### config.mk
export PLATFORM = sky130hd
export DESIGN_NAME = kld_ctrl
export DESIGN_NICKNAME = d
export VERILOG_FILES = /design/src/kl_divergence_accumulator_defines.svh /design/src/kld_pkg.sv /design/src/kld_ctrl.sv
export SDC_FILE = /design/constraint.sdc
export NUM_CORES = 1
export LEC_CHECK = 0
export CORE_AREA = 3 3 40 42
export CTS_CLUSTER_SIZE = 25
export DETAILED_ROUTE_END_ITERATION = 16
export DIE_AREA = 0 0 43 45
export DONT_BUFFER_PORTS = 1
export MAX_ROUTING_LAYER = met4
export PLACE_DENSITY = 0.53
export SLEW_MARGIN = 10
export SYNTH_ARGS = -nofsm -noshare
export SYNTH_HDL_FRONTEND = slang
export SYNTH_SLANG_ARGS = --single-unit
### constraint.sdc
create_clock -name clk -period 1.2 [get_ports clk]
set_input_delay 0.12 -clock clk [delete_from_list [all_inputs] [get_ports clk]]
set_output_delay 0.12 -clock clk [all_outputs]
set_load 0.1 [all_outputs]
### src/kl_divergence_accumulator_defines.svh
// Assertion macros for the divergence accumulator.
// Included by the top level; no other dependencies.
`ifndef KL_DIVERGENCE_ACCUMULATOR_DEFINES_SVH
`define KL_DIVERGENCE_ACCUMULATOR_DEFINES_SVH
// Assert that an implication holds at each clock edge outside reset.
`define KLD_ASSERT_IMP(label, clk_s, rst_s, ante, cons, msg) \
  label: assert property (@(posedge clk_s) disable iff (rst_s) (ante) |-> (cons)) \
    else $error(msg);
// Assert that a condition holds in the cycle after a trigger.
`define KLD_ASSERT_NEXT(label, clk_s, rst_s, ante, cons, msg) \
  label: assert property (@(posedge clk_s) disable iff (rst_s) (ante) |=> (cons)) \
    else $error(msg);
`endif

### src/kld_pkg.sv
`timescale 1ns / 1ps
// Shared types and constants for the divergence accumulator.
// No dependencies.
package kld_pkg;

  localparam int unsigned MaxItems = 65536;
  localparam int CountW = $clog2(MaxItems + 1);
  localparam logic [32:0] OneQ31 = 33'h0_8000_0000;
  localparam logic [47:0] KeptMax = 48'hFFFF_FFFF_FFFF;
  localparam logic [40:0] QuotLimit = 41'h100_0000_0000;

  typedef enum logic [3:0] {
    ST_IDLE,
    ST_LOGP,
    ST_LOGQ,
    ST_MUL,
    ST_ACC,
    ST_FINAL,
    ST_DIV,
    ST_LOGS,
    ST_OUT,
    ST_HOLD
  } state_t;

  // controller -> datapath
  typedef struct packed {
    logic load;       // capture input transaction
    logic log_start;  // start log2 unit
    logic log_sel_q;  // operand: 0 p, 1 q
    logic log_sel_s;  // operand: kept sum
    logic save_lp;
    logic save_lq;
    logic mul;        // form term product
    logic acc;        // accumulate term
    logic div_start;
    logic result;     // form final result into output register
    logic clear;
  } cmd_t;

  // datapath -> controller
  typedef struct packed {
    logic log_done;
    logic div_done;
    logic div_first;  // integer quotient pass finished
    logic need_term;  // entry counted, p nonzero, q nonzero
    logic need_div;   // skip mode with nonzero kept sum
    logic is_last;
  } status_t;

endpackage

### src/kld_ctrl.sv
`timescale 1ns / 1ps
// Controller state machine: sequences log2, multiply, accumulate and final divide.
// Depends on kld_pkg.
module kld_ctrl (
  input  logic               clk,
  input  logic               rst,
  input  logic               in_valid,
  output logic               in_stall,
  output logic               out_valid,
  input  logic               out_stall,
  input  kld_pkg::status_t   sts,
  output kld_pkg::cmd_t      cmd
);
  kld_pkg::state_t state, state_next;
  logic dphase, dphase_next;

  always_ff @(posedge clk) begin
    if (rst) begin
      state  <= kld_pkg::ST_IDLE;
      dphase <= 1'b0;
    end else begin
      state  <= state_next;
      dphase <= dphase_next;
    end
  end

  always_comb begin
    state_next  = state;
    dphase_next = dphase;
    cmd = '0;
    in_stall = 1'b1;
    out_valid = 1'b0;
    case (state)
      kld_pkg::ST_IDLE: begin
        in_stall = 1'b0;
        if (in_valid) begin
          cmd.load = 1'b1;
          state_next = kld_pkg::ST_LOGP;
        end
      end
      kld_pkg::ST_LOGP: begin
        if (sts.need_term) begin
          cmd.log_start = 1'b1;
          state_next = kld_pkg::ST_LOGQ;
        end else begin
          state_next = kld_pkg::ST_FINAL;
        end
      end
      kld_pkg::ST_LOGQ: begin
        if (sts.log_done) begin
          cmd.save_lp = 1'b1;
          cmd.log_start = 1'b1;
          cmd.log_sel_q = 1'b1;
          state_next = kld_pkg::ST_MUL;
        end
      end
      kld_pkg::ST_MUL: begin
        if (sts.log_done) begin
          cmd.save_lq = 1'b1;
          state_next = kld_pkg::ST_ACC;
        end
      end
      kld_pkg::ST_ACC: begin
        if (!dphase) begin
          cmd.mul = 1'b1;
          dphase_next = 1'b1;
        end else begin
          cmd.acc = 1'b1;
          dphase_next = 1'b0;
          state_next = kld_pkg::ST_FINAL;
        end
      end
      kld_pkg::ST_FINAL: begin
        if (!sts.is_last) state_next = kld_pkg::ST_IDLE;
        else if (sts.need_div) begin
          cmd.div_start = 1'b1;
          dphase_next = 1'b0;
          state_next = kld_pkg::ST_DIV;
        end else state_next = kld_pkg::ST_OUT;
      end
      kld_pkg::ST_DIV: begin
        // kld_divseq launches the remainder pass; on its done, start log2 of the kept sum
        if (!dphase && !sts.div_done && sts.log_done == 1'b0) begin
          state_next = kld_pkg::ST_DIV;
        end
        if (sts.div_done) begin
          cmd.log_start = 1'b1;
          cmd.log_sel_s = 1'b1;
          state_next = kld_pkg::ST_LOGS;
        end
      end
      kld_pkg::ST_LOGS: begin
        cmd.log_sel_s = 1'b1;
        if (sts.log_done) state_next = kld_pkg::ST_OUT;
      end
      kld_pkg::ST_OUT: begin
        cmd.log_sel_s = 1'b1;
        cmd.result = 1'b1;
        cmd.clear = 1'b1;
        state_next = kld_pkg::ST_HOLD;
      end
      kld_pkg::ST_HOLD: begin
        out_valid = 1'b1;
        if (!out_stall) state_next = kld_pkg::ST_IDLE;
      end
      default: state_next = kld_pkg::ST_IDLE;
    endcase
  end
endmodule

==> results of run 1 <==
cells by family after synthesis:
| kind of cell | after synthesis | share of synthesized area, % |
|---|---|---|
| DFF | 5 | 19.0 |
| muxes | 1 | 1.90 |
| AOI/OAI and AO/OA | 21 | 28.9 |
| and+or+nand+nor | 36 | 39.3 |
| buffers and inverters | 11 | 10.9 |
synth_stat cells:
library cell / number / share of area (%)
nor2_1: 7 / 5.0
nand2_1: 6 / 4.3
dfxtp_1: 5 / 19
nand2b_1: 5 / 5.9
inv_1: 4 / 2.8
a21oi_1: 3 / 2.8
clkbuf_1: 3 / 2.1
nor4_1: 3 / 3.6
o21ai_0: 3 / 2.8
a31oi_1: 2 / 2.4
and3_1: 2 / 2.4
buf_4: 2 / 2.8
nand3_1: 2 / 1.9
nand3b_1: 2 / 2.8
nor3_1: 2 / 1.9
o21bai_1: 2 / 2.8
o31a_1: 2 / 3.3
o31ai_1: 2 / 2.8
a211o_1: 1 / 1.7
a211oi_1: 1 / 1.4
a21o_1: 1 / 1.4
a32oi_1: 1 / 1.7
a41o_1: 1 / 1.9
and2_1: 1 / 1.2
buf_2: 1 / 0.95
buf_6: 1 / 2.1
mux2i_1: 1 / 1.9
nand4b_1: 1 / 1.7
nor2b_1: 1 / 1.2
nor4b_1: 1 / 1.7
nor4b_2: 1 / 2.8
o21ai_1: 1 / 0.95
o221ai_2: 1 / 2.8
or3b_1: 1 / 1.7
or4_1: 1 / 1.4
stage by stage:
step                utilization, %  std cells  setup slack, ns  setup TNS, ns  instance area, um2
detailed placement            81.5        118           -0.212          -2.26                1050
global placement              81.5        118           -0.137          -1.71                1050
floorplan                        -         74            -1.07          -8.80                 667
==> results.md, run 1 <==
- Exit stage: clock tree synthesis
- CTS Root Cell: clkbuf_4
- Final HPWL DP: 1520 um
- Synth Cell Area: 528 um2
- Max Root-Sink Buffers: 2
- Synthesized net count: 84
- Hold-fix buffers at CTS: 1
- Post-Synthesis Cells: 74
- Post_cts resized: 31
- H-tree levels: 1
- Total clock buffers created by CTS: 3
- Die height: 45 um
- Syn Area/Cell: 7.14 um2
- Clk sinks: 5
- Syn. warnings: 0
- Yosys cell types: 35
- Core Rows: 13
- Initial core utilization: about two fifths
- IO Pins: 23
- #FFs+latches synth: 5
- Postcts setup bufs: 10
- Status: did not finish
- DIE WIDTH: 43 um
- Stop err: [ERROR DPL-0033] detailed placement checks failed during check placement.
- GPL Wtd Cong: 0.827
- Port Buffers: 0
- Sequential share of the synthesized area: 19.0%
==> run 2, diff against run 1 <==
CORE_AREA = 3 3 64 66   (was 3 3 40 42)
CTS_CLUSTER_SIZE = default   (was 25)
DIE_AREA = 0 0 67 69   (was 0 0 43 45)
MAX_ROUTING_LAYER = default   (was met4)
PLACE_DENSITY = default   (was 0.53)
PLACE_DENSITY_LB_ADDON = 0.15   (was default)
clock period = 1.6 ns   (was 1.2 ns; I/O delays follow)
==> run 2 against run 1 <==
  * The flow now finishes without violations
  * Area after synthesis stayed put
  * Synthesized cell count stayed put
==> results.md, run 2 <==
- Max Root-Sink Buffers: 2 (unchanged)
- Post-layout util: between 30% and 40%
- Initial core utilization: 14.5% (-27 points)
- DIE WIDTH: 67 um (+56%)
- R2R Setup Slk: 0.07 ns
- Slew @ Worst Pin: 0.332 ns
- Crit-path max FO: 7
- CP max-delay cell: dfxtp_4
- TritonCTS clock tree: built
- Total clock buffers created by CTS: 3 (unchanged)
- Fin. Hold Viols: 0
- Clk_skew: approximately 0.0027 ns
- Area leader, netlist: dfxtp_1
- Hold path depth: 1
- Synth Cell Area: 528 um2 (unchanged)
- CP startpoint kind: register
- Max VDD drop: 0.635 mV
- IO Pins: 23 (unchanged)
- Post-Route WL: 2020 um
- Vias: 675
- Static Leakage: 0.451 nW
- Number of synthesized flops with an enable pin: 0 (unchanged)
- # DRC: 0
- Share of cells above drive strength 1: between 50% and 60%
- N_diodes: 0
- Syn Area/Cell: 7.14 um2 (unchanged)
- FMAX: between 0.6 and 0.7 GHz
- FF-to-FF path depth: 5
- Crit path DAT: 1.41 ns
- Full die area: 4620 um2
- RSZ-0062 raised after global routing: true
- DR WL/cell: 13.1 um
- Pin count of the biggest net entering global routing: 12
- Critical Path RT: 1.44 ns
- Via/cell ratio: approximately 4.4
- Fin Setup TNS: 0 ns
- Cell area after layout: 1190 um2
- Slew Viols, Final: 0
- Buffers plus inverters on the worst setup path: 2
- Global-route wire length before repair: 3300 um
- Port Buffers: 0 (unchanged)
- CTS Root Cell: clkbuf_8
- Most frequent cells in the layout: 17 x buf_4, 12 x buf_12, 6 x nand2_1
- Primary FF master, synth: dfxtp_1
- HP Start: rst
- Dominant cells by area after synthesis: dfxtp_1 19%, nand2b_1 5.9%, nor2_1 5.0%, nand2_1 4.3%, nor4_1 3.6%
- Sequential share of the synthesized area: 19.0% (unchanged)
- Overflow after GRT: 0
- Status: complete, no violations
- Final #Nets: 117
- Period utilization: a little over nine tenths
- Max-Cap Viols: 0
- Placed Area: 993 um2 (-5.1%)
- Hold Path Sink: state[1]
- Worst hold path class: input pin to register
- Syn. warnings: 0 (unchanged)
- Critical path cell sequence: buf_12, nor3_4, and2_4, o21bai_4, buf_12
- 1st-iter DRT viols: 31
- Critical path class: register to output pin
- Worst slew margin: 77.8%
- Initial antenna violation count: 0
- Core ar.: about 3600 um2
- PD cells: 1780 nW/um2
- Commonest cells in the netlist: 7 x nor2_1, 6 x nand2_1, 5 x dfxtp_1, 5 x nand2b_1, 4 x inv_1
- Overall Global Routing Usage: just over 9%
- Critical Path Max Stage Delay: 0.36 ns
- CP top delay family: simple AND/OR/NAND/NOR gates
- GPL Wtd Cong: 0.767 (-7.3%)
- Most common cell after layout, fill and taps aside: buf_4
- Clock Latency Late Sink: between 0.2 and 0.25 ns
- Final HPWL DP: 1550 um (+1.7%)
- Synthesized net count: 84 (unchanged)
- CP startpoint: state[0]
- Regs by FF count: state (4), dphase (1)
- Post-Synthesis Cells: 74 (unchanged)
- Routed Antenna Nets: 0
- H-tree levels: 1 (unchanged)
- #FFs+latches synth: 5 (unchanged)
- Most frequent cell after synthesis: nor2_1
- Pre-antenna DRT Iters: 4
- P&R area growth vs syn: 125%
- Crit-path most repeated cell: buf_12
- Final-report setup violation count: 0
- Post-synth top area share: 19.0% (unchanged)
- Core Rows: 22 (+9)
- Clk sinks: 5 (unchanged)
- CP Capture Type: output pin
- Die height: 69 um (+53%)
- Vias in the first global route: 688
- RR Endpoint: state[0]
- Largest register FFs: 4
- Post-synth ARST share: 0% (unchanged)
- Reg-to-reg critical path startpoint: state[2]
- Yosys cell types: 35 (unchanged)
- Clk slew on worst S/H paths: 0.04 ns
- Largest Register: state
- Fin crit period: ~1.6 ns
## run 2: cell counts after synthesis
Identical to the previous run, type by type.
## run 2: area by class of cell
cell class / instances / area (um2)
Sequential cell: 5 / 113
Fill cell: 389 / 2440
Timing Repair Buffer: 35 / 454
Inverter: 4 / 15.0
Multi-Input combinational cell: 58 / 502
Clock buffer: 4 / 45.0
Tap cell: 48 / 60.1
## run 2: timing repair
action	4_1_cts	5_1_grt
setup endpoints to repair	13	8
endpoints found under the hold margin	1	0
gates resized for setup	10	7
cloned	0	0
pin swaps	2	5
buffers inserted	6	4
hold buffers	1	0
## run 2: per-stage QoR
step	power [W]	hold slack, ns	instances	setup slack (ns)
after detailed placement	0.00162	0.228	139	0.0136
after floorplan	0.00120	0.222	74	-0.707
after global routing	0.00224	0.000703	154	-0.0277
final	0.00212	0.00245	154	0.0295
after CTS	0.00202	0.00305	150	-0.0312
after global placement	0.00161	0.236	139	0.0499
## run 2: cells by family after synthesis
group	share of synthesized area (%)
compound gates	28.9
flops	19.0
mux	1.90
simple gates	39.3
buf+inv	10.9
## run 2: worst max-delay path by stage
| stage | to | slack, ns | cells after the start |
|---|---|---|---|
| 2_1_floorplan | cmd[9] | -0.71 | 4 |
| 3_3_place_gp | state[0] | 0.05 | 4 |
| 3_5_place_dp | cmd[7] | 0.01 | 5 |
| 4_1_cts | cmd[8] | -0.03 | 5 |
| 5_1_grt | cmd[7] | -0.03 | 5 |
| 6_report | cmd[7] | 0.03 | 5 |
## run 2: report_power, final
| part | internal [W] | switching [W] | total, W |
|---|---|---|---|
| Combinational | 0.000703 | 0.000935 | 0.00164 |
| Clock | 0.000171 | 0.0000643 | 0.000236 |
| Sequential | 0.000179 | 0.0000673 | 0.000246 |
## run 2: metal layers
layer | vias to the layer above | GRT usage, % | share of wire, %
met5 | - | 0 | 0
met4 | 0 | 2.70 | 0.99
met3 | 2 | 2.44 | 4.4
met2 | 10 | 16.0 | 53
met1 | 324 | 10.6 | 41
li1 | 339 | - | -
(Power assumes the default switching activity.)
==> run 3, diff against run 2 <==
==> constraint.sdc (replaced) <==
create_clock -name clk -period 1.6 [get_ports clk]
set_input_delay 0.32 -clock clk [delete_from_list [all_inputs] [get_ports clk]]
set_output_delay 0.32 -clock clk [all_outputs]
set_load 0.1 [all_outputs]
==> run 3 against run 2 <==
  * The flow now finishes with violations (negative setup slack)
  * Clock skew fell by 0.0025 ns
  * Critical path depth did not move
  * First-iteration DRC count fell by 19%
  * Final cell count rose by 3.9%
==> results.md, run 3 (same netlist as run 2, synthesis figures left out) <==
- Core ar.: 3630 um2 (unchanged)
- Total clock buffers created by CTS: 3 (unchanged)
- Routed Antenna Nets: 0 (unchanged)
- Critical path class: register to output pin
- Final #Nets: 123 (+5.1%)
- 1st-iter DRT viols: 25 (-19%)
- Slew Viols, Final: 0 (unchanged)
- Full die area: 4620 um2 (unchanged)
- FF-to-FF path depth: 5 (unchanged)
- Die height: 69 um (unchanged)
- Critical Path RT: 1.28 ns (-0.16 ns)
- N_diodes: 0 (unchanged)
- Final setup margin: -0.0996 ns (-0.129 ns)
- Static Leakage: 0.494 nW (+9.3%)
- CP max-delay cell: dfxtp_4
- Largest Register: state
- Largest register FFs: 4 (unchanged)
- Slew @ Worst Pin: 0.287 ns (-0.0451 ns)
- TritonCTS clock tree: built
- Global-route wire length before repair: 3520 um (+6.7%)
- Placed Area: 1040 um2 (+4.8%)
- Worst hold path class: input pin to register
- Fin crit period: 1.70 ns (+0.129 ns)
- Pre-antenna DRT Iters: 5 (+1)
- Final-report setup violation count: 10 (+10)
- Clk sinks: 5 (unchanged)
- Buffers plus inverters on the worst setup path: 2 (unchanged)
- Reg-to-reg critical path startpoint: state[0]
- Port Buffers: 0 (unchanged)
- # DRC: 0 (unchanged)
- Vias: 728 (+7.9%)
- HP Start: rst
- Regs by FF count: state (4), dphase (1)
- Pin count of the biggest net entering global routing: 8 (-4)
- Initial antenna violation count: 0 (unchanged)
- CP Capture Type: output pin
- P&R area growth vs syn: 145%
- Fin. Hold Viols: 0 (unchanged)
- Critical Path Max Stage Delay: 0.35 ns (about the same)
- FMAX: 0.588 GHz (-7.6%)
- Vias in the first global route: 755 (+9.7%)
- Overall Global Routing Usage: 9.64% (+0.46 points)
- Post-Route WL: 2070 um (+2.8%)
- Post-layout util: 35.6% (+2.9 points)
- GPL Wtd Cong: 0.806 (+5.1%)
- Crit-path max FO: 6 (-1)
- RR Endpoint: state[0]
- Clk slew on worst S/H paths: 0.03 ns (about the same)
- DR WL/cell: 13.0 um (-1.0%)
- Hold path depth: 1 (unchanged)
- Most common cell after layout, fill and taps aside: buf_4
- Crit path DAT: 1.38 ns (-0.03 ns)
- Core Rows: 22 (unchanged)
- Clock Latency Late Sink: 0.22 ns (about the same)
- RSZ-0062 raised after global routing: true
- Crit-path most repeated cell: buf_12
- H-tree levels: 1 (unchanged)
- Max-Cap Viols: 0 (unchanged)
- IO Pins: 23 (unchanged)
- Period utilization: 106% (+8.1 points)
- Hold Path Sink: dphase
- Share of cells above drive strength 1: 63.4% (+9.6 points)
- CTS Root Cell: clkbuf_8
- R2R Setup Slk: 0.08 ns (about the same)
- Via/cell ratio: 4.55 (+3.8%)
- Failing checks: negative setup slack
- Max Root-Sink Buffers: 2 (unchanged)
- Critical path cell sequence: buf_12, nor3_4, and2_4, o21bai_4, buf_12
- CP top delay family: simple AND/OR/NAND/NOR gates
- PD cells: 1800 nW/um2 (+0.76%)
- Max VDD drop: 0.473 mV (-25%)
- Cell area after layout: 1290 um2 (+8.9%)
- CP startpoint kind: register
- Worst slew margin: 80.8% (+3.0 points)
- DIE WIDTH: 67 um (unchanged)
- Clk_skew: 0.000119 ns (-0.00255 ns)
- Status: finished with violations
- Most frequent cells in the layout: 18 x buf_4, 11 x buf_12, 9 x buf_6
- Overflow after GRT: 0 (unchanged)
- Initial core utilization: 14.5% (unchanged)
- Final HPWL DP: 1610 um (+3.8%)
## run 3: final cells by class
type                       instances  area [um2]
timing repair buffer              41         514
tap                               48        60.1
clock buffer                       4        45.0
sequential                         5         115
fill                             369        2340
multi-input combinational         58         541
inverter                           4        20.0
## run 3: timing repair
action | 4_1_cts | 5_1_grt
hold buffers | 0 | 0
setup endpoints to repair | 13 | 14
setup buffers | 6 | 5
gates resized for setup | 26 | 13
pin swaps | 7 | 10
## run 3: through the flow
| stage | total power [W] | setup slack [ns] | cells | setup TNS [ns] | hold slack, ns |
|---|---|---|---|---|---|
| 2_1_floorplan | 0.00120 | -0.867 | 74 | -5.45 | 0.382 |
| 3_3_place_gp | 0.00170 | -0.0400 | 147 | -0.111 | 0.396 |
| 3_5_place_dp | 0.00170 | -0.0153 | 147 | -0.0353 | 0.399 |
| 4_1_cts | 0.00222 | -0.0982 | 157 | -0.668 | 0.164 |
| 5_1_grt | 0.00245 | -0.144 | 160 | -1.14 | 0.170 |
| 6_report | 0.00233 | -0.0996 | 160 | -0.623 | 0.175 |
## run 3: layer usage
layer | part of all wire, % | up-vias | track usage [%] | wire, um
met1 | 42 | 344 | 11.8 | 872
li1 | - | 353 | - | -
met2 | 51 | 25 | 15.6 | 1060
met3 | 5.1 | 6 | 1.95 | 106
met4 | 1.5 | 0 | 4.73 | 32
met5 | 0 | - | 0 | 0
## run 3: worst max path at each step
stage	to	depth (start not counted)	from	slack, ns
after floorplan	cmd[9]	4	state[3]	-0.87
after global placement	cmd[8]	4	state[1]	-0.04
after detailed placement	cmd[8]	4	state[1]	-0.02
after CTS	cmd[3]	4	state[3]	-0.1
after global routing	cmd[7]	5	state[0]	-0.14
final	cmd[7]	5	state[0]	-0.1
## run 3: power breakdown
part / internal, W / leakage, nW / switching [W] / total, W
clock network: 0.000170 / 0.0228 / 0.0000546 / 0.000225
logic: 0.000840 / 0.427 / 0.00101 / 0.00185
registers: 0.000178 / 0.0437 / 0.0000752 / 0.000253
==> run 4, diff against run 3 <==
PLACE_DENSITY_LB_ADDON = default   (was 0.15)
clock period = 1.85 ns   (was 1.6 ns; I/O delays follow)
==> run 4 against run 3 <==
  * The run now ends clean
  * Clock power is 12% lower
  * Routed wire length is 13% lower
  * Worst setup slack better by 0.16 ns
  * Via count is 13% lower
  * Design area is 22% lower
  * Register-to-register slack better by 0.25 ns
  * Die area stayed put
  * Count of clock-buffer cells in the layout stayed put
==> results.md, run 4 (same netlist as run 2, synthesis figures left out) <==
- Status: complete, no violations
- Die height: 69 um (unchanged)
- FMAX: 0.559 GHz
- Crit-path max FO: 10 (+4)
- Max VDD drop: 0.398 mV (-16%)
- Most common cell after layout, fill and taps aside: buf_12
- Buffers plus inverters on the worst setup path: 3 (+1)
- Largest register FFs: 4 (unchanged)
- RR Endpoint: state[0]
- R2R Setup Slk: 0.33 ns (+0.25 ns)
- Fin crit period: roughly 1.8 ns
- Crit path DAT: 1.42 ns (+0.04 ns)
- Full die area: 4620 um2 (unchanged)
- Max-Cap Viols: 0 (unchanged)
- Fin Setup TNS: 0 ns (+0.623 ns)
- CP top delay family: buffers and inverters
- CP startpoint: state[3]
- Via/cell ratio: 4.58 (+0.56%)
- Register area: 110 um2 (-4.3%)
- Core ar.: 3630 um2 (unchanged)
- Slew Viols, Final: 0 (unchanged)
- Period utilization: 96.6%
- Pin count of the biggest net entering global routing: 12 (+4)
- Max Root-Sink Buffers: 2 (unchanged)
- Global-route wire length before repair: 2820 um (-20%)
- Pre-CTS WS: 0.188 ns (+0.204 ns)
- Final-report setup violation count: 0 (-10)
- N_diodes: 0 (unchanged)
- Post-Route WL: 1810 um (-13%)
- Regs by FF count: state (4), dphase (1)
- Overall Global Routing Usage: 7.74% (-1.9 points)
- Largest Register: state
- Fin. Hold Viols: 0 (unchanged)
- 1st-iter DRT viols: 17 (-32%)
- Placed cells: 135 (-8.2%)
- Worst slew margin: 68.6% (-12 points)
- Clock Latency Late Sink: 0.22 ns (about the same)
- Slew @ Worst Pin: 0.471 ns (+0.185 ns)
- Worst hold path class: input pin to register
- Filler instances: 382 (+3.5%)
- Final setup margin: 0.0624 ns (+0.162 ns)
- IO Pins: 23 (unchanged)
- Vias: 636 (-13%)
- Reg-to-reg critical path startpoint: state[2]
- Share of cells above drive strength 1: 45.1% (-18 points)
- # DRC: 0 (unchanged)
- FF-to-FF path depth: 5 (unchanged)
- Initial core utilization: 14.5% (unchanged)
- Critical Path End: cmd[8]
- GPL Wtd Cong: 0.864 (+7.3%)
- Multi-input gate area: 484 um2 (-10%)
- Final #Nets: 102 (-17%)
- Critical Path Max Stage Delay: 0.37 ns (+0.02 ns)
- Final HPWL DP: 1480 um (-8.1%)
- Critical path class: register to output pin
- Clk sinks: 5 (unchanged)
- Clk_skew: 0.00157 ns (+0.00145 ns)
- Clk slew on worst S/H paths: 0.03 ns (about the same)
- Critical path depth: 5 (unchanged)
- DR WL/cell: 13.0 um (+0.23%)
- Vias in the first global route: 646 (-14%)
- Total clock buffers created by CTS: 3 (unchanged)
- Pre-antenna DRT Iters: 4 (-1)
- TritonCTS clock tree: built
- CP startpoint kind: register
- Critical Path RT: 1.48 ns (+0.20 ns)
- Final Non-Filler Cells: 139 (-13%)
- P&R area growth vs syn: 91.9%
- H-tree levels: 1 (unchanged)
- Static Leakage: 0.361 nW (-27%)
- DIE WIDTH: 67 um (unchanged)
- Overflow after GRT: 0 (unchanged)
- CP Capture Type: output pin
- Initial antenna violation count: 0 (unchanged)
- Most frequent cells in the layout: 10 x buf_12, 8 x buf_4, 6 x nand2_1
- Core Rows: 22 (unchanged)
- Postcts setup bufs: 0 (-6)
- PD cells: 1530 nW/um2 (-15%)
- CP max-delay cell: dfxtp_4
- RSZ-0062 raised after global routing: false
- Routed Antenna Nets: 0 (unchanged)
- CTS Root Cell: clkbuf_8
- Critical path cell sequence: buf_6, nor2_4, nor4b_4, buf_4, buf_12
- Port Buffers: 0 (unchanged)
[run 4: cell types whose count changed in the layout (fill, tap and decap cells not counted), sizes merged]
cell	before	now
buf	41	20
[run 4: final cells by class]
type	instances	area share, %
multi-input combinational	58	47.8
timing repair buffer	20	29.5
sequential	5	10.9
tap	48	5.93
clock buffer	4	4.44
inverter	4	1.48
[run 4: layer usage]
layer  global-route usage (%)  vias to the layer above  part of all wire (%)
met5                        0                        -                     0
met4                     2.93                        0                   1.6
met3                     3.91                        4                    10
met2                     13.6                       22                    51
met1                     7.46                      300                    37
li1                         -                      310                     -
[run 4: repair_timing]
item | CTS | global route
resized for setup | 2 | 6
endpoints found under the setup margin | 7 | 7
hold buffers | 0 | 0
[run 4: per-stage QoR]
step / power, W / area (um2) / hold slack [ns] / util (%)
4_1_cts: 0.00154 / 998 / 0.209 / 27.5
3_5_place_dp: 0.00132 / 951 / 0.440 / 26.2
6_report: 0.00155 / 1010 / 0.211 / 27.9
2_1_floorplan: 0.00104 / 662 / 0.432 / -
5_1_grt: 0.00162 / 1010 / 0.208 / 27.9
3_3_place_gp: 0.00130 / 951 / 0.441 / 26.2
[run 4: how the worst min path moves through the flow]
stage | end | cells past startpoint | start
after global placement | state[3] | 1 | rst
after floorplan | state[3] | 1 | rst
after CTS | state[3] | 1 | rst
after detailed placement | state[3] | 1 | rst
after global routing | state[3] | 1 | rst
final | state[3] | 1 | rst
[run 4: report_power, final]
group,internal [W],switching [W]
Combinational,0.000396,0.000719
Sequential,0.000150,0.0000836
Clock,0.000148,0.0000504
